===== src/rtl/kst_pkg.sv =====
// Package for the keyboard scancode translator: sizes, codes, key tables and
// the structs passed between the decode, buffer and top-level modules.
// No dependencies.
package kst_pkg;

    localparam int BUF_DEPTH   = 16;
    localparam int PTR_W       = $clog2(BUF_DEPTH);
    localparam int CNT_W       = $clog2(BUF_DEPTH);
    localparam int CHAR_W      = 7;
    localparam int PAGE_W      = 3;
    localparam int START_W     = 14;
    localparam int PAGE_STRIDE = 2000;

    localparam logic [1:0] KIND_SCAN = 2'd0;
    localparam logic [1:0] KIND_READ = 2'd1;
    localparam logic [1:0] KIND_PEEK = 2'd2;

    localparam logic [6:0] SC_CTRL   = 7'h1D;
    localparam logic [6:0] SC_LSHIFT = 7'h2A;
    localparam logic [6:0] SC_RSHIFT = 7'h36;
    localparam logic [6:0] SC_F1     = 7'h3B;
    localparam logic [6:0] SC_F8     = 7'h42;

    typedef struct packed {
        logic              push;
        logic [CHAR_W-1:0] ch;
        logic              rd;
        logic              pop;
        logic              page_evt;
        logic [PAGE_W-1:0] page;
    } dec_t;

    typedef struct packed {
        logic [CHAR_W-1:0] head;
        logic [CNT_W-1:0]  cnt;
        logic [CNT_W-1:0]  cnt_next;
    } fifo_stat_t;

    function automatic logic [CHAR_W-1:0] plain_char(input logic [6:0] code);
        logic [CHAR_W-1:0] c;
        unique case (code)
            7'h01: c = 7'h1B;
            7'h02: c = 7'h31;
            7'h03: c = 7'h32;
            7'h04: c = 7'h33;
            7'h05: c = 7'h34;
            7'h06: c = 7'h35;
            7'h07: c = 7'h36;
            7'h08: c = 7'h37;
            7'h09: c = 7'h38;
            7'h0A: c = 7'h39;
            7'h0B: c = 7'h30;
            7'h0C: c = 7'h2D;
            7'h0D: c = 7'h3D;
            7'h0E: c = 7'h08;
            7'h0F: c = 7'h09;
            7'h10: c = 7'h71;
            7'h11: c = 7'h77;
            7'h12: c = 7'h65;
            7'h13: c = 7'h72;
            7'h14: c = 7'h74;
            7'h15: c = 7'h79;
            7'h16: c = 7'h75;
            7'h17: c = 7'h69;
            7'h18: c = 7'h6F;
            7'h19: c = 7'h70;
            7'h1A: c = 7'h5B;
            7'h1B: c = 7'h5D;
            7'h1C: c = 7'h0D;
            7'h1E: c = 7'h61;
            7'h1F: c = 7'h73;
            7'h20: c = 7'h64;
            7'h21: c = 7'h66;
            7'h22: c = 7'h67;
            7'h23: c = 7'h68;
            7'h24: c = 7'h6A;
            7'h25: c = 7'h6B;
            7'h26: c = 7'h6C;
            7'h27: c = 7'h3B;
            7'h28: c = 7'h27;
            7'h29: c = 7'h60;
            7'h2B: c = 7'h5C;
            7'h2C: c = 7'h7A;
            7'h2D: c = 7'h78;
            7'h2E: c = 7'h63;
            7'h2F: c = 7'h76;
            7'h30: c = 7'h62;
            7'h31: c = 7'h6E;
            7'h32: c = 7'h6D;
            7'h33: c = 7'h2C;
            7'h34: c = 7'h2E;
            7'h35: c = 7'h2F;
            7'h37: c = 7'h2A;
            7'h39: c = 7'h20;
            7'h47: c = 7'h37;
            7'h48: c = 7'h38;
            7'h49: c = 7'h39;
            7'h4A: c = 7'h2D;
            7'h4B: c = 7'h34;
            7'h4C: c = 7'h35;
            7'h4D: c = 7'h36;
            7'h4E: c = 7'h2B;
            7'h4F: c = 7'h31;
            7'h50: c = 7'h32;
            7'h51: c = 7'h33;
            7'h52: c = 7'h30;
            7'h53: c = 7'h2E;
            7'h56: c = 7'h5A;
            default: c = 7'h00;
        endcase
        return c;
    endfunction

    // Keys whose shifted character differs; every other key keeps its plain one.
    function automatic logic [CHAR_W-1:0] shifted_char(input logic [6:0] code);
        logic [CHAR_W-1:0] c;
        unique case (code)
            7'h02: c = 7'h21;
            7'h03: c = 7'h40;
            7'h04: c = 7'h23;
            7'h05: c = 7'h24;
            7'h06: c = 7'h25;
            7'h07: c = 7'h5E;
            7'h08: c = 7'h26;
            7'h09: c = 7'h2A;
            7'h0A: c = 7'h28;
            7'h0B: c = 7'h29;
            7'h0C: c = 7'h5F;
            7'h0D: c = 7'h2B;
            7'h10: c = 7'h51;
            7'h11: c = 7'h57;
            7'h12: c = 7'h45;
            7'h13: c = 7'h52;
            7'h14: c = 7'h54;
            7'h15: c = 7'h59;
            7'h16: c = 7'h55;
            7'h17: c = 7'h49;
            7'h18: c = 7'h4F;
            7'h19: c = 7'h50;
            7'h1A: c = 7'h7B;
            7'h1B: c = 7'h7D;
            7'h1E: c = 7'h41;
            7'h1F: c = 7'h53;
            7'h20: c = 7'h44;
            7'h21: c = 7'h46;
            7'h22: c = 7'h47;
            7'h23: c = 7'h48;
            7'h24: c = 7'h4A;
            7'h25: c = 7'h4B;
            7'h26: c = 7'h4C;
            7'h27: c = 7'h3A;
            7'h28: c = 7'h22;
            7'h29: c = 7'h7E;
            7'h2B: c = 7'h7C;
            7'h2C: c = 7'h5A;
            7'h2D: c = 7'h58;
            7'h2E: c = 7'h43;
            7'h2F: c = 7'h56;
            7'h30: c = 7'h42;
            7'h31: c = 7'h4E;
            7'h32: c = 7'h4D;
            7'h33: c = 7'h3C;
            7'h34: c = 7'h3E;
            7'h35: c = 7'h3F;
            default: c = plain_char(code);
        endcase
        return c;
    endfunction

    function automatic logic [CHAR_W-1:0] control_char(input logic [6:0] code);
        logic [CHAR_W-1:0] c;
        unique case (code)
            7'h10: c = 7'd17;
            7'h11: c = 7'd23;
            7'h12: c = 7'd5;
            7'h13: c = 7'd18;
            7'h14: c = 7'd20;
            7'h15: c = 7'd25;
            7'h16: c = 7'd21;
            7'h17: c = 7'd9;
            7'h18: c = 7'd15;
            7'h19: c = 7'd16;
            7'h1E: c = 7'd1;
            7'h1F: c = 7'd19;
            7'h20: c = 7'd4;
            7'h21: c = 7'd6;
            7'h22: c = 7'd7;
            7'h23: c = 7'd8;
            7'h24: c = 7'd10;
            7'h25: c = 7'd11;
            7'h26: c = 7'd12;
            7'h2C: c = 7'd26;
            7'h2D: c = 7'd24;
            7'h2E: c = 7'd3;
            7'h2F: c = 7'd22;
            7'h30: c = 7'd2;
            7'h31: c = 7'd14;
            7'h32: c = 7'd13;
            default: c = 7'd0;
        endcase
        return c;
    endfunction

endpackage


===== src/rtl/kst_decode.sv =====
// Scancode decode for the keyboard translator: modifier flags, key tables
// and F1-F8 page selection. Depends on kst_pkg.
module kst_decode
    import kst_pkg::*;
(
    input  logic       clk,
    input  logic       rst_n,
    input  logic       en,
    input  logic [1:0] kind,
    input  logic [7:0] scancode,
    output dec_t       dec
);

    logic              shift_reg, shift_next;
    logic              ctrl_reg, ctrl_next;
    logic [6:0]        code;
    logic [6:0]        page_off;
    logic              make;
    logic [CHAR_W-1:0] plain;
    logic [CHAR_W-1:0] ch;

    assign code     = scancode[6:0];
    assign make     = !scancode[7];
    assign plain    = plain_char(code);
    assign page_off = code - SC_F1;

    always_comb
    begin
        shift_next   = shift_reg;
        ctrl_next    = ctrl_reg;
        dec          = '0;
        ch           = plain;
        if (ctrl_reg)
        begin
            ch = control_char(code);
        end
        else if (shift_reg)
        begin
            ch = shifted_char(code);
        end
        unique case (kind)
            KIND_SCAN:
            begin
                if (make && plain != '0)
                begin
                    dec.push = (ch != '0);
                    dec.ch   = ch;
                end
                else
                begin
                    if (code == SC_CTRL)
                    begin
                        ctrl_next = make;
                    end
                    else if (code == SC_LSHIFT || code == SC_RSHIFT)
                    begin
                        shift_next = make;
                    end
                    if (code >= SC_F1 && code <= SC_F8)
                    begin
                        dec.page_evt = 1'b1;
                        dec.page     = page_off[PAGE_W-1:0];
                    end
                end
            end
            KIND_READ:
            begin
                dec.rd  = 1'b1;
                dec.pop = 1'b1;
            end
            KIND_PEEK:
            begin
                dec.rd = 1'b1;
            end
            default:
            begin
                dec = '0;
            end
        endcase
    end

    always_ff @(posedge clk or negedge rst_n)
    begin
        if (!rst_n)
        begin
            shift_reg <= 1'b0;
            ctrl_reg  <= 1'b0;
        end
        else if (en)
        begin
            shift_reg <= shift_next;
            ctrl_reg  <= ctrl_next;
        end
    end

endmodule


===== src/rtl/kst_fifo.sv =====
// Character ring buffer for the keyboard translator; a push into a full ring
// drops the oldest character. Depends on kst_pkg.
module kst_fifo
    import kst_pkg::*;
(
    input  logic              clk,
    input  logic              rst_n,
    input  logic              en,
    input  logic              push,
    input  logic [CHAR_W-1:0] ch,
    input  logic              pop,
    output fifo_stat_t        stat
);

    logic [CHAR_W-1:0] store_reg [BUF_DEPTH];
    logic [PTR_W-1:0]  rd_reg, rd_next, rd_inc;
    logic [CNT_W-1:0]  cnt_reg, cnt_next;
    logic [PTR_W:0]    wr_sum;
    logic [PTR_W-1:0]  wr_slot;

    assign wr_sum  = {1'b0, rd_reg} + (PTR_W + 1)'(cnt_reg);
    assign wr_slot = (wr_sum >= (PTR_W + 1)'(BUF_DEPTH)) ?
                     PTR_W'(wr_sum - (PTR_W + 1)'(BUF_DEPTH)) : wr_sum[PTR_W-1:0];
    assign rd_inc  = (rd_reg == PTR_W'(BUF_DEPTH - 1)) ? '0 : rd_reg + 1'b1;

    always_comb
    begin
        rd_next  = rd_reg;
        cnt_next = cnt_reg;
        if (push)
        begin
            if (cnt_reg == CNT_W'(BUF_DEPTH - 1))
            begin
                rd_next = rd_inc;
            end
            else
            begin
                cnt_next = cnt_reg + 1'b1;
            end
        end
        else if (pop && cnt_reg != '0)
        begin
            rd_next  = rd_inc;
            cnt_next = cnt_reg - 1'b1;
        end
    end

    assign stat.head     = store_reg[rd_reg];
    assign stat.cnt      = cnt_reg;
    assign stat.cnt_next = cnt_next;

    always_ff @(posedge clk)
    begin
        if (en && push)
        begin
            store_reg[wr_slot] <= ch;
        end
    end

    always_ff @(posedge clk or negedge rst_n)
    begin
        if (!rst_n)
        begin
            rd_reg  <= '0;
            cnt_reg <= '0;
        end
        else if (en)
        begin
            rd_reg  <= rd_next;
            cnt_reg <= cnt_next;
        end
    end

endmodule


===== src/rtl/keyboard_scancode_translator.sv =====
// Keyboard scancode translator: set-1 scancodes in, buffered ASCII out.
// Built from kst_decode and kst_fifo; depends on kst_pkg.
//
// The input channel takes one word per cycle while in_ready is high: kind
// selects a scancode arrival, a read that removes the oldest buffered
// character, or a peek that leaves it. Every input word gives exactly one
// output word with the character read, any F1-F8 page selection with its
// start offset, and the buffer fill level. A word is taken into the input
// register, then decoded and applied to the buffer as it is written to the
// output register. Throughput is one word per cycle while out_ready is high;
// the ring buffer and the modifier flags are read and updated together.
// When the receiver stalls, the output register holds its word and the input
// register can still take one more word before in_ready drops.
// Reset clears the modifier flags, the buffer count and read pointer, and both
// valid flags; the character storage itself is not cleared.
module keyboard_scancode_translator
    import kst_pkg::*;
(
    input  logic               clk,
    input  logic               rst_n,
    input  logic               in_valid,
    output logic               in_ready,
    input  logic [1:0]         kind,
    input  logic [7:0]         scancode,
    output logic               out_valid,
    input  logic               out_ready,
    output logic [CHAR_W-1:0]  out_char,
    output logic               page_change,
    output logic [PAGE_W-1:0]  page_number,
    output logic [START_W-1:0] page_start,
    output logic [3:0]         fill_level
);

    logic               in_valid_reg;
    logic [1:0]         kind_reg;
    logic [7:0]         scancode_reg;
    logic               out_valid_reg;
    logic [CHAR_W-1:0]  out_char_reg, out_char_next;
    logic               page_change_reg;
    logic [PAGE_W-1:0]  page_number_reg;
    logic [START_W-1:0] page_start_reg, page_start_next;
    logic [3:0]         fill_level_reg;
    logic               advance;
    dec_t               dec;
    fifo_stat_t         stat;

    assign advance  = in_valid_reg && (!out_valid_reg || out_ready);
    assign in_ready = !in_valid_reg || advance;

    kst_decode u_decode (
        .clk      (clk),
        .rst_n    (rst_n),
        .en       (advance),
        .kind     (kind_reg),
        .scancode (scancode_reg),
        .dec      (dec)
    );

    kst_fifo u_fifo (
        .clk   (clk),
        .rst_n (rst_n),
        .en    (advance),
        .push  (dec.push),
        .ch    (dec.ch),
        .pop   (dec.pop),
        .stat  (stat)
    );

    assign out_char_next   = (dec.rd && stat.cnt != '0) ? stat.head : '0;
    assign page_start_next = START_W'(dec.page) * START_W'(PAGE_STRIDE);

    always_ff @(posedge clk or negedge rst_n)
    begin
        if (!rst_n)
        begin
            in_valid_reg  <= 1'b0;
            out_valid_reg <= 1'b0;
        end
        else
        begin
            if (in_ready)
            begin
                in_valid_reg <= in_valid;
            end
            if (advance)
            begin
                out_valid_reg <= 1'b1;
            end
            else if (out_ready)
            begin
                out_valid_reg <= 1'b0;
            end
        end
    end

    always_ff @(posedge clk)
    begin
        if (in_ready && in_valid)
        begin
            kind_reg     <= kind;
            scancode_reg <= scancode;
        end
        if (advance)
        begin
            out_char_reg    <= out_char_next;
            page_change_reg <= dec.page_evt;
            page_number_reg <= dec.page;
            page_start_reg  <= page_start_next;
            fill_level_reg  <= 4'(stat.cnt_next);
        end
    end

    assign out_valid   = out_valid_reg;
    assign out_char    = out_char_reg;
    assign page_change = page_change_reg;
    assign page_number = page_number_reg;
    assign page_start  = page_start_reg;
    assign fill_level  = fill_level_reg;

endmodule


===== config.mk =====
export PLATFORM = sky130hd
export DESIGN_NAME = keyboard_scancode_translator
export DESIGN_NICKNAME = d
export VERILOG_FILES = /design/src/rtl/kst_pkg.sv /design/src/rtl/kst_decode.sv /design/src/rtl/kst_fifo.sv /design/src/rtl/keyboard_scancode_translator.sv
export SDC_FILE = /design/constraint.sdc
export NUM_CORES = 1
export LEC_CHECK = 0
export ABC_CLOCK_PERIOD_IN_PS = 4800
export BUFFER_PORTS_ARGS = -buffer_cell sky130_fd_sc_hd__buf_2
export CORE_ASPECT_RATIO = 1.75
export CORE_MARGIN = 5
export CORE_UTILIZATION = 60
export CTS_CLUSTER_DIAMETER = 120
export CTS_CLUSTER_SIZE = 10
export DETAILED_ROUTE_END_ITERATION = 7
export PLACE_DENSITY = 0.86
export SYNTH_ARGS = -nofsm -noshare
export SYNTH_HDL_FRONTEND = slang
export SYNTH_SLANG_ARGS = --single-unit

===== constraint.sdc =====
create_clock -name clk -period 4.8 [get_ports clk]
set_input_delay 0.24 -clock clk [delete_from_list [all_inputs] [get_ports clk]]
set_output_delay 0.24 -clock clk [all_outputs]
set_load 0.1 [all_outputs]

==> results of run 1 <==
-- stage by stage --
stage	utilization	total power, mW	hold WS, ns
finish	0.684	4.82	0.00681
global route	0.684	5.02	0.00798
CTS	0.682	4.82	0.000869
detailed placement	0.638	3.47	0.134
global placement	0.638	3.43	0.137
floorplan	-	3.10	-0.0556
-- cell families (layout without fill, tap and decap cells) --
kind of cell               after synthesis  after routing  synth area share
and+or+nand+nor                        240            240             0.126
AOI/OAI and AO/OA                      201            201             0.142
DFF                                    169            169             0.524
buffers and inverters                   90            152            0.0403
muxes                                   50             50             0.102
adders and majority gates               39             39            0.0562
xor gates and xnor gates                11             11            0.0103
other                                    1              4          0.000401
-- worst min-delay path by stage --
stage	depth (start not counted)	end	slack [ns]	from
floorplan	0	in_valid_reg$_DFFE_PN0N_	-0.06	rst_n
global placement	1	u_fifo.cnt_reg[0]$_DFFE_PN0P_	0.14	rst_n
CTS	1	scancode_reg[2]$_DFFE_PP_	0.0009	scancode[2]
finish	1	scancode_reg[2]$_DFFE_PP_	0.007	scancode[2]
detailed placement	1	u_fifo.cnt_reg[0]$_DFFE_PN0P_	0.13	rst_n
global route	1	scancode_reg[3]$_DFFE_PP_	0.008	scancode[3]
-- power by group --
| part | leakage, nW | switching, mW | internal [mW] |
|---|---|---|---|
| clock network | 0.290 | 0.648 | 0.702 |
| logic | 1.97 | 0.995 | 0.634 |
| registers | 1.60 | 0.119 | 1.72 |
-- cell usage after synthesis, drive strengths merged (6+ instances only) --
cell type  number  area [um2]
a211oi          6        45.0
a21o            8        60.1
a21oi          46         230
a22oi           6        45.0
a31oi          15        93.8
buf            23         125
clkbuf         36         135
dfrtp          12         300
dfxtp          12         240
edfxtp        145        4350
ha             34         425
inv            31         116
mux2            8        93.8
mux2i           7        70.1
mux4           35         788
nand2          60         225
nand2b         12        75.1
nand3          17        85.1
nand3b          7        52.6
nand4           7        43.8
nor2           69         259
nor2b          17         106
nor3           19        95.1
nor4            6        37.5
o211ai         11        82.6
o21ai          44         220
o22ai          15        93.8
xnor2           8        70.1
-- final cells by class --
type	count	area, um2
Tap cell	186	233
Inverter	31	116
Sequential cell	169	4900
Clock inverter	15	174
Multi-Input combinational cell	545	4100
Clock buffer	17	425
Timing Repair Buffer	89	588
Fill cell	1049	4860
-- layer usage --
metal	vias to the layer above	routed length, um
li1	3162	-
met1	3355	7770
met2	336	13800
met3	91	1160
met4	0	1390
met5	-	0
-- layout by cell type (no fill, tap or decap), types with 6 or more instances in the layout --
| cell type | synthesis | final |
|---|---|---|
| edfxtp_1 | 145 | 145 |
| mux4_2 | 35 | 35 |
| nand3_1 | 17 | 17 |
| buf_4 | 7 | 41 |
| o21ai_0 | 41 | 41 |
| nor3_1 | 19 | 19 |
| ha_1 | 34 | 33 |
| mux2i_1 | 7 | 7 |
| nand2b_1 | 12 | 12 |
| dlygate4sd3_1 | 0 | 8 |
| a31oi_1 | 15 | 15 |
| nand2_1 | 60 | 60 |
| nor2b_1 | 17 | 17 |
| clkbuf_16 | 0 | 17 |
| a211oi_1 | 6 | 6 |
| a21o_1 | 8 | 8 |
| xnor2_1 | 8 | 8 |
| nand3b_1 | 7 | 7 |
| nand4_1 | 7 | 7 |
| nor4_1 | 6 | 6 |
| o211ai_1 | 11 | 11 |
| o22ai_1 | 15 | 15 |
| a21oi_1 | 46 | 45 |
| nor2_1 | 69 | 69 |
| inv_1 | 30 | 30 |
| buf_2 | 10 | 40 |
| a22oi_1 | 6 | 6 |
| dfrtp_1 | 12 | 11 |
| dfxtp_1 | 12 | 12 |
-- timing repair --
item | 4_1_cts | 5_1_grt
endpoints found under the setup margin | 0 | 2
buffers inserted | 0 | 3
hold buffers | 8 | 0
hold endpoints to repair | 19 | 0
gates resized for setup | 0 | 1
==> out/metrics.yaml, run 1 <==
outcome:
  status: "completed"
critical_path:
  reg2reg_depth: 13
  crit_end: "u_fifo.rd_reg[0]$_DFFE_PN0P_"
  arrival_ns: 4.86
  crit_buf_inv: 1
  worstPathMaxFanout: 16
  path_class: "register to register"
  cp-startpoint: "scancode_reg[0]$_DFFE_PP_"
  start_kind: "register"
  cp-end-kind: "register"
  crit_required_ns: 5.11
  r2r-end: "u_fifo.rd_reg[0]$_DFFE_PN0P_"
  crit_chain: "inv_1 > ha_1 > nor4_1 > nor4_1 > a32o_1 > or4b_1 > o21a_1 > o311ai_1 > nand4_1 > o21bai_4 > mux2_4 > nor2_1 > mux2_1"
  path_depth: 13
  crit_top_cell: "nor4_1"
  reg2reg_slack_ns: 0.26
  crit_family: "simple AND/OR/NAND/NOR gates"
  rr_startpoint: "scancode_reg[0]$_DFFE_PP_"
  critPathMaxStageDelay_ns: 0.61
  crit_slowest_cell: "or4b_1"
placement:
  hpwl_mm: 17.2
  port_buffers: 40
  place_congestion: 1.02
  dpl_cell_area_um2: 9820
  dp_slack_ns: 0.326
  placedCellCount: 1009
cts:
  clk_latency_ns: 0.44
  cts_buffers: 17
  clkSinkCount: 169
  cts_tree: "yes"
  htreeDepth: 4
  cts_buffer_depth: 2
  cts-root-buf: "clkbuf_16"
  clk_pin_slew_ns: 0.08
floorplanning:
  die_area_um2: 18300
  std_cell_rows: 60
  die_w_um: 104
  pin_count: 45
  initial_core_util: 0.607
  dieHeight_um: 175
  coreArea_um2: 15400
global_routing:
  grt_overflow_total: 0
  grt_max_degree: 33
  globalRouteMet2Util: 0.512
  grtUsageMet1: 0.269
  grt_pass1_vias: 7016
  top_usage_layer: "met2"
  antenna_found_initial: 0
  grt_pass1_wl_mm: 37.8
  grt_util_met3: 0.0322
  grtUsageTotal: 0.266
sta:
  fin_crit_sh: 0.947
  slew_viol_final: 0
  min_period_ns: 4.54
  slew_headroom: 0.237
  max_freq_mhz: 220
  hold_viol: 0
  grt_setup_unrepaired: "no"
  setup_violations: 0
  setup_slack_ns: 0.256
  worst_slew_pin_slew_ns: 1.14
  tns_ns: 0
  skew_ns: 0.0164
pwr:
  ir_drop_mv: 0.277
  power.density_nw_per_um2: 458
  p_leak_nw: 3.86
final_layout:
  largest_reg_flops: 112
  syn_to_final_growth_pct: 12.6
  final_area_um2: 10500
  n_antenna_cell: 0
  drive_gt1_frac: 0.189
  nNetsFinal: 906
  final_cells: 1052
yosys:
  synth_edf_count: 145
  avgSynthCellArea_um2: 11.7
  syn_inst: 801
  synth-seq-cells: 169
  ys_seq_area_frac: 0.524
  yosys_warnings: 0
  ys.flop_type: "edfxtp_1"
  yosysUniqueCellTypes: 73
  synth_area_um2: 9350
  synthArstFlopShare: 0.0710
drt:
  post-route-drc-count: 0
  drt_first_pass_iters: 5
  drtIter0Drc: 456
  drt-total-wl_mm: 24.1
  vias: 6944
  antenna_left: 0
  wl_per_cell_um: 22.9
  vias_per_cell: 6.60
run:
  maxCapViolations: 0
min_path:
  hold_class: "primary input to register"
No activity file was read; power rests on OpenSTA's default activity.
==> run 2: changes to the inputs <==
ABC_CLOCK_PERIOD_IN_PS = 3750   (was 4800)
CORE_ASPECT_RATIO = 2   (was 1.75)
CORE_UTILIZATION = 56   (was 60)
PLACE_DENSITY = 0.85   (was 0.86)
clock period = 3.75 ns   (was 4.8 ns; I/O delays follow)
==> run 2 against run 1 <==
Effect of this change:
- the run now ends with setup timing left
- final cell count rose by 9.1%
- flip-flop and latch count did not move
- sequential share of layout area fell by 4.3 points
- clock power rose by 27%
- final area rose by 10%
- non-clock buffer count rose by 76
- first-iteration DRC count rose by 100%
- largest power group unchanged
==> out/metrics.yaml, run 2 (synthesis results as in run 1) <==
drt:
  wl_per_cell_um: 23.9
  vias: 7625
  drt-total-wl_mm: 27.5
  drt_first_pass_iters: 5
  drtIter0Drc: 928
  antenna_left: 0
  post-route-drc-count: 0
  vias_per_cell: 6.64
sta:
  slew_headroom: 0.407
  slew_viol_final: 0
  skew_ns: 0.0100
  max_freq_mhz: 254
  hold_viol: 0
  setup_violations: 69
  min_period_ns: 3.94
  fin_crit_sh: 1.05
  grt_setup_unrepaired: "yes"
  worst_slew_pin_slew_ns: 0.890
  setup_slack_ns: -0.187
  hold_ws_ns: 0.00998
placement:
  place_congestion: 1.02
  placedCellCount: 1092
  hpwl_mm: 17.9
  dp_slack_ns: -0.303
  dpl_cell_area_um2: 10300
  port_buffers: 40
final_layout:
  final_common_cell: "edfxtp_1"
  final_util: 0.699
  final_cells: 1148
  nNetsFinal: 982
  n_antenna_cell: 0
  syn_to_final_growth_pct: 24.2
  drive_gt1_frac: 0.312
  final_area_um2: 11600
  fillers: 1087
  largest_reg_flops: 112
  final_cell_mix: "edfxtp_1, buf_4, nand2_1, nor2_1, a21oi_1"
critical_path:
  path_class: "register to register"
  worstPathMaxFanout: 6
  arrival_ns: 4.24
  crit_chain: "buf_6 > ha_4 > buf_6 > buf_4 > o211ai_1 > o211ai_1 > or4b_4 > o21a_4 > o211ai_1 > nand4_1 > o21bai_4 > mux2_4 > buf_6 > nand3b_1 > a32o_1"
  crit_required_ns: 4.05
  reg2reg_slack_ns: -0.19
  cp-end-kind: "register"
  rr_startpoint: "scancode_reg[0]$_DFFE_PP_"
  r2r-end: "u_fifo.rd_reg[3]$_DFFE_PN0P_"
  start_kind: "register"
  crit_slowest_cell: "or4b_4"
  critPathMaxStageDelay_ns: 0.55
  reg2reg_depth: 15
global_routing:
  grt_pass1_vias: 7374
  antenna_found_initial: 0
  grt_pass1_wl_mm: 40.3
  grtUsageMet1: 0.351
  grt_max_degree: 31
  globalRouteMet2Util: 0.456
  grt_overflow_total: 0
  grt_util_met3: 0.0376
  top_usage_layer: "met2"
  grtUsageTotal: 0.273
cts:
  htreeDepth: 4
  clk_pin_slew_ns: 0.07
  clk_latency_ns: 0.42
  cts_tree: "yes"
  cts_buffers: 17
  cts-root-buf: "clkbuf_16"
  clkSinkCount: 169
  cts_buffer_depth: 2
min_path:
  hold_class: "primary input to register"
  hold_depth: 1
  worst_hold_path.endpoint: "scancode_reg[1]$_DFFE_PP_"
  min_from: "scancode[1]"
pwr:
  p_leak_nw: 4.34
  p_comb_frac: 0.367
  p_clk_frac: 0.261
  power_frac_seq: 0.372
  p_sw_frac: 0.375
  p_int_mw: 4.09
  ir_drop_mv: 0.452
  power.density_nw_per_um2: 564
  power_switching_mw: 2.46
floorplanning:
  initial_core_util: 0.563
  coreArea_um2: 16600
  pin_count: 45
  std_cell_rows: 67
  die_area_um2: 19500
  die_w_um: 101
  dieHeight_um: 193
outcome:
  status: "finished, violations left"
  violations: "setup timing"
run:
  maxCapViolations: 0
==> run 2: cell count changes in the layout (fill, tap and decap cells not counted), sizes merged <==
cell | before | now
inv | 38 | 39
clkinv | 7 | 4
buf | 81 | 155
dlygate4sd3 | 8 | 10
bufinv | 0 | 1
==> run 2: per-stage QoR <==
| stage | power, mW | TNS, ns |
|---|---|---|
| final | 6.55 | -2.66 |
| after global routing | 6.79 | -18.22 |
| after CTS | 6.32 | 0 |
| after detailed placement | 4.55 | -28.81 |
| after global placement | 4.45 | -11.13 |
| after floorplan | 3.98 | 0 |
==> run 2: layer usage <==
layer / share of wire / vias to the layer above
li1: - / 3314
met1: 0.37 / 3702
met2: 0.51 / 528
met3: 0.079 / 81
met4: 0.041 / 0
met5: 0 / -
==> run 2: area by class of cell <==
type | count | area, um2 | area share
Inverter | 31 | 119 | 0.0102
Sequential cell | 169 | 4900 | 0.422
Timing Repair Buffer | 165 | 1250 | 0.108
Clock buffer | 17 | 425 | 0.0366
Clock inverter | 14 | 138 | 0.0119
Multi-Input combinational cell | 545 | 4510 | 0.389
Tap cell | 207 | 259 | 0.0223
==> run 2: worst max-delay path by stage <==
| stage | start | cells after the start | slack (ns) | to |
|---|---|---|---|---|
| after floorplan | out_valid$_DFFE_PN0P_ | 11 | 0.007 | u_decode.plain[1]$_DFF_P_ |
| after global placement | scancode_reg[0]$_DFFE_PP_ | 17 | -0.13 | u_fifo.store_reg[9][0]$_DFFE_PP_ |
| after detailed placement | scancode_reg[0]$_DFFE_PP_ | 13 | -0.30 | u_fifo.rd_reg[0]$_DFFE_PN0P_ |
| after CTS | scancode_reg[1]$_DFFE_PP_ | 16 | 0.005 | u_fifo.store_reg[15][1]$_DFFE_PP_ |
| after global routing | scancode_reg[1]$_DFFE_PP_ | 15 | -0.28 | u_fifo.rd_reg[3]$_DFFE_PN0P_ |
| final | scancode_reg[0]$_DFFE_PP_ | 15 | -0.19 | u_fifo.rd_reg[3]$_DFFE_PN0P_ |
==> run 2: power groups by stage <==
| stage | clock network [mW] | registers, mW | logic, mW |
|---|---|---|---|
| floorplan | 0 | 2.60 | 1.38 |
| global placement | 0 | 2.44 | 2.01 |
| detailed placement | 0 | 2.46 | 2.09 |
| CTS | 1.71 | 2.43 | 2.18 |
| global route | 1.81 | 2.46 | 2.53 |
| finish | 1.71 | 2.44 | 2.41 |
==> run 2: critical path, delay by kind of cell (launching register included) <==
family / cells / cell delay [ns]
AND/OR/NAND/NOR: 3 / 0.92
buffers and inverters: 4 / 0.56
flip-flops: 1 / 0.44
adder cells (fa/ha/maj): 1 / 0.18
multiplexers: 1 / 0.35
AO/OA/AOI/OAI: 6 / 1.34
==> run 2: what timing repair did <==
| action | CTS | global route |
|---|---|---|
| hold endpoints to repair | 21 | 0 |
| setup buffers | 2 | 13 |
| hold buffers | 10 | 0 |
| pin swaps | 2 | 29 |
| gates resized for setup | 36 | 83 |
| endpoints found under the setup margin | 126 | 126 |
| gates cloned | 0 | 0 |
==> run 3: changes to the inputs <==
==> constraint.sdc (replaced) <==
create_clock -name clk -period 3.75 [get_ports clk]
set_input_delay 0.75 -clock clk [delete_from_list [all_inputs] [get_ports clk]]
set_output_delay 0.75 -clock clk [all_outputs]
set_load 0.1 [all_outputs]
==> run 3 against run 2 <==
Effect of this change:
- the run still ends with setup timing left
- flip-flop and latch count unchanged
- final cell count decreased by 0.17%
- via count increased by 2.0%
- clock skew increased by 0.011 ns
- first-iteration DRC count decreased by 5.6%
- largest power group unchanged
==> out/metrics.yaml, run 3 (synthesis results as in run 1) <==
floorplanning:
  initial_core_util: 0.563
  coreArea_um2: 16600
  std_cell_rows: 67
  die_w_um: 101
  pin_count: 45
  dieHeight_um: 193
  die_area_um2: 19500
sta:
  hold_ws_ns: 0.216
  min_period_ns: 4.03
  worst_slew_pin_slew_ns: 0.788
  slew_headroom: 0.469
  fin_crit_sh: 1.07
  grt_setup_unrepaired: "yes"
  setup_slack_ns: -0.280
  max_freq_mhz: 248
  hold_viol: 0
  setup_violations: 123
  slew_viol_final: 0
  tns_ns: -8.59
  skew_ns: 0.0208
final_layout:
  final_util: 0.692
  drive_gt1_frac: 0.316
  final-seq-area_um2: 4900
  final_area_um2: 11500
  nNetsFinal: 979
  largest_reg_flops: 112
  final_common_cell: "edfxtp_1"
  n_antenna_cell: 0
  fillers: 1090
  multiInputGateArea_um2: 4420
  syn_to_final_growth_pct: 22.9
  final_cell_mix: "edfxtp_1, buf_4, nor2_1, nand2_1, a21oi_1"
drt:
  post-route-drc-count: 0
  drt_first_pass_iters: 7
  drtIter0Drc: 876
  antenna_left: 0
  drt-total-wl_mm: 27.5
  vias: 7774
  wl_per_cell_um: 24.0
  vias_per_cell: 6.78
critical_path:
  worstPathMaxFanout: 7
  critPathMaxStageDelay_ns: 0.50
  crit_buf_inv: 4
  crit_required_ns: 4.06
  path_depth: 16
  crit_top_cell: "buf_4"
  cp-end-kind: "register"
  crit_family: "compound AO/OA/AOI/OAI gates"
  crit_chain: "inv_2 > ha_4 > buf_4 > or2_2 > a31oi_1 > o21ai_0 > nor4_1 > buf_4 > a211oi_1 > a221oi_2 > nand4_1 > o21bai_4 > mux2_4 > buf_6 > nand3b_1 > a32o_1"
  arrival_ns: 4.34
  path_class: "register to register"
  crit_slowest_cell: "edfxtp_1"
  reg2reg_depth: 16
  start_kind: "register"
placement:
  dp_slack_ns: -0.247
  hpwl_mm: 17.9
  port_buffers: 40
  place_congestion: 0.992
  dpl_cell_area_um2: 10400
global_routing:
  grt_pass1_vias: 7539
  grtUsageTotal: 0.286
  antenna_found_initial: 0
  grt_overflow_total: 0
  grt_max_degree: 29
  grt_pass1_wl_mm: 42.4
pwr:
  ir_drop_mv: 0.534
  power.density_nw_per_um2: 576
  p_leak_nw: 4.32
min_path:
  hold_class: "primary input to async pin"
cts:
  cts_tree: "yes"
  htreeDepth: 4
  clk_pin_slew_ns: 0.08
  cts_buffers: 17
  clkSinkCount: 169
  clk_latency_ns: 0.43
  cts_buffer_depth: 2
  cts_hold_buf: 0
  cts-root-buf: "clkbuf_16"
outcome:
  violations: "setup timing"
  status: "finished, violations left"
run:
  maxCapViolations: 0
## run 3: cell type report
type,count,share of cell area
tap,207,0.0225
sequential,169,0.426
inverter,31,0.0106
multi-input combinational,545,0.385
clock buffer,17,0.0370
timing repair buffer,162,0.101
clock inverter,15,0.0181
## run 3: stage by stage
step / instances / total power, mW
global placement: 1102 / 4.46
CTS: 1141 / 6.50
finish: 1146 / 6.62
global route: 1146 / 6.86
detailed placement: 1102 / 4.57
floorplan: 804 / 3.98
## run 3: what timing repair did
| action | 4_1_cts | 5_1_grt |
|---|---|---|
| gates resized for setup | 37 | 36 |
| endpoints found under the setup margin | 125 | 129 |
| setup buffers | 7 | 5 |
| pin swaps | 8 | 14 |
## run 3: worst register-to-register path, stage by stage (launching register included)
cell and delay [ns]:
edfxtp_1 0.50, inv_2 0.13, ha_4 0.22, buf_4 0.17, or2_2 0.34, a31oi_1 0.19, o21ai_0 0.11, nor4_1 0.35
buf_4 0.18, a211oi_1 0.07, a221oi_2 0.28, nand4_1 0.21, o21bai_4 0.25, mux2_4 0.36, buf_6 0.13, nand3b_1 0.17
a32o_1 0.25
## run 3: path summary, 6_finish.rpt
kind,slack [ns],start,endpoint
min in group clk,0.50,in_valid_reg$_DFFE_PN0N_,out_valid$_DFFE_PN0P_
setup reg to reg,-0.28,scancode_reg[1]$_DFFE_PP_,u_fifo.rd_reg[3]$_DFFE_PN0P_
hold reg to reg,0.50,in_valid_reg$_DFFE_PN0N_,out_valid$_DFFE_PN0P_
setup / recovery,-0.28,scancode_reg[1]$_DFFE_PP_,u_fifo.rd_reg[3]$_DFFE_PN0P_
hold / removal,0.22,rst_n,in_valid_reg$_DFFE_PN0N_
max in group asynchronous,3.25,rst_n,u_fifo.rd_reg[0]$_DFFE_PN0P_
## run 3: power by group
part / leakage, nW / switching, mW / internal [mW] / total, mW
combinational: 2.41 / 1.38 / 0.954 / 2.33
sequential: 1.60 / 0.232 / 2.20 / 2.43
clock: 0.309 / 0.835 / 1.02 / 1.86
## run 3: metal layers
layer,vias to the layer above,routed length [um],GRT usage
li1,3311,-,-
met1,3728,9640,0.365
met2,623,13900,0.473
met3,112,2890,0.0535
met4,0,1140,0.123
met5,-,0,0
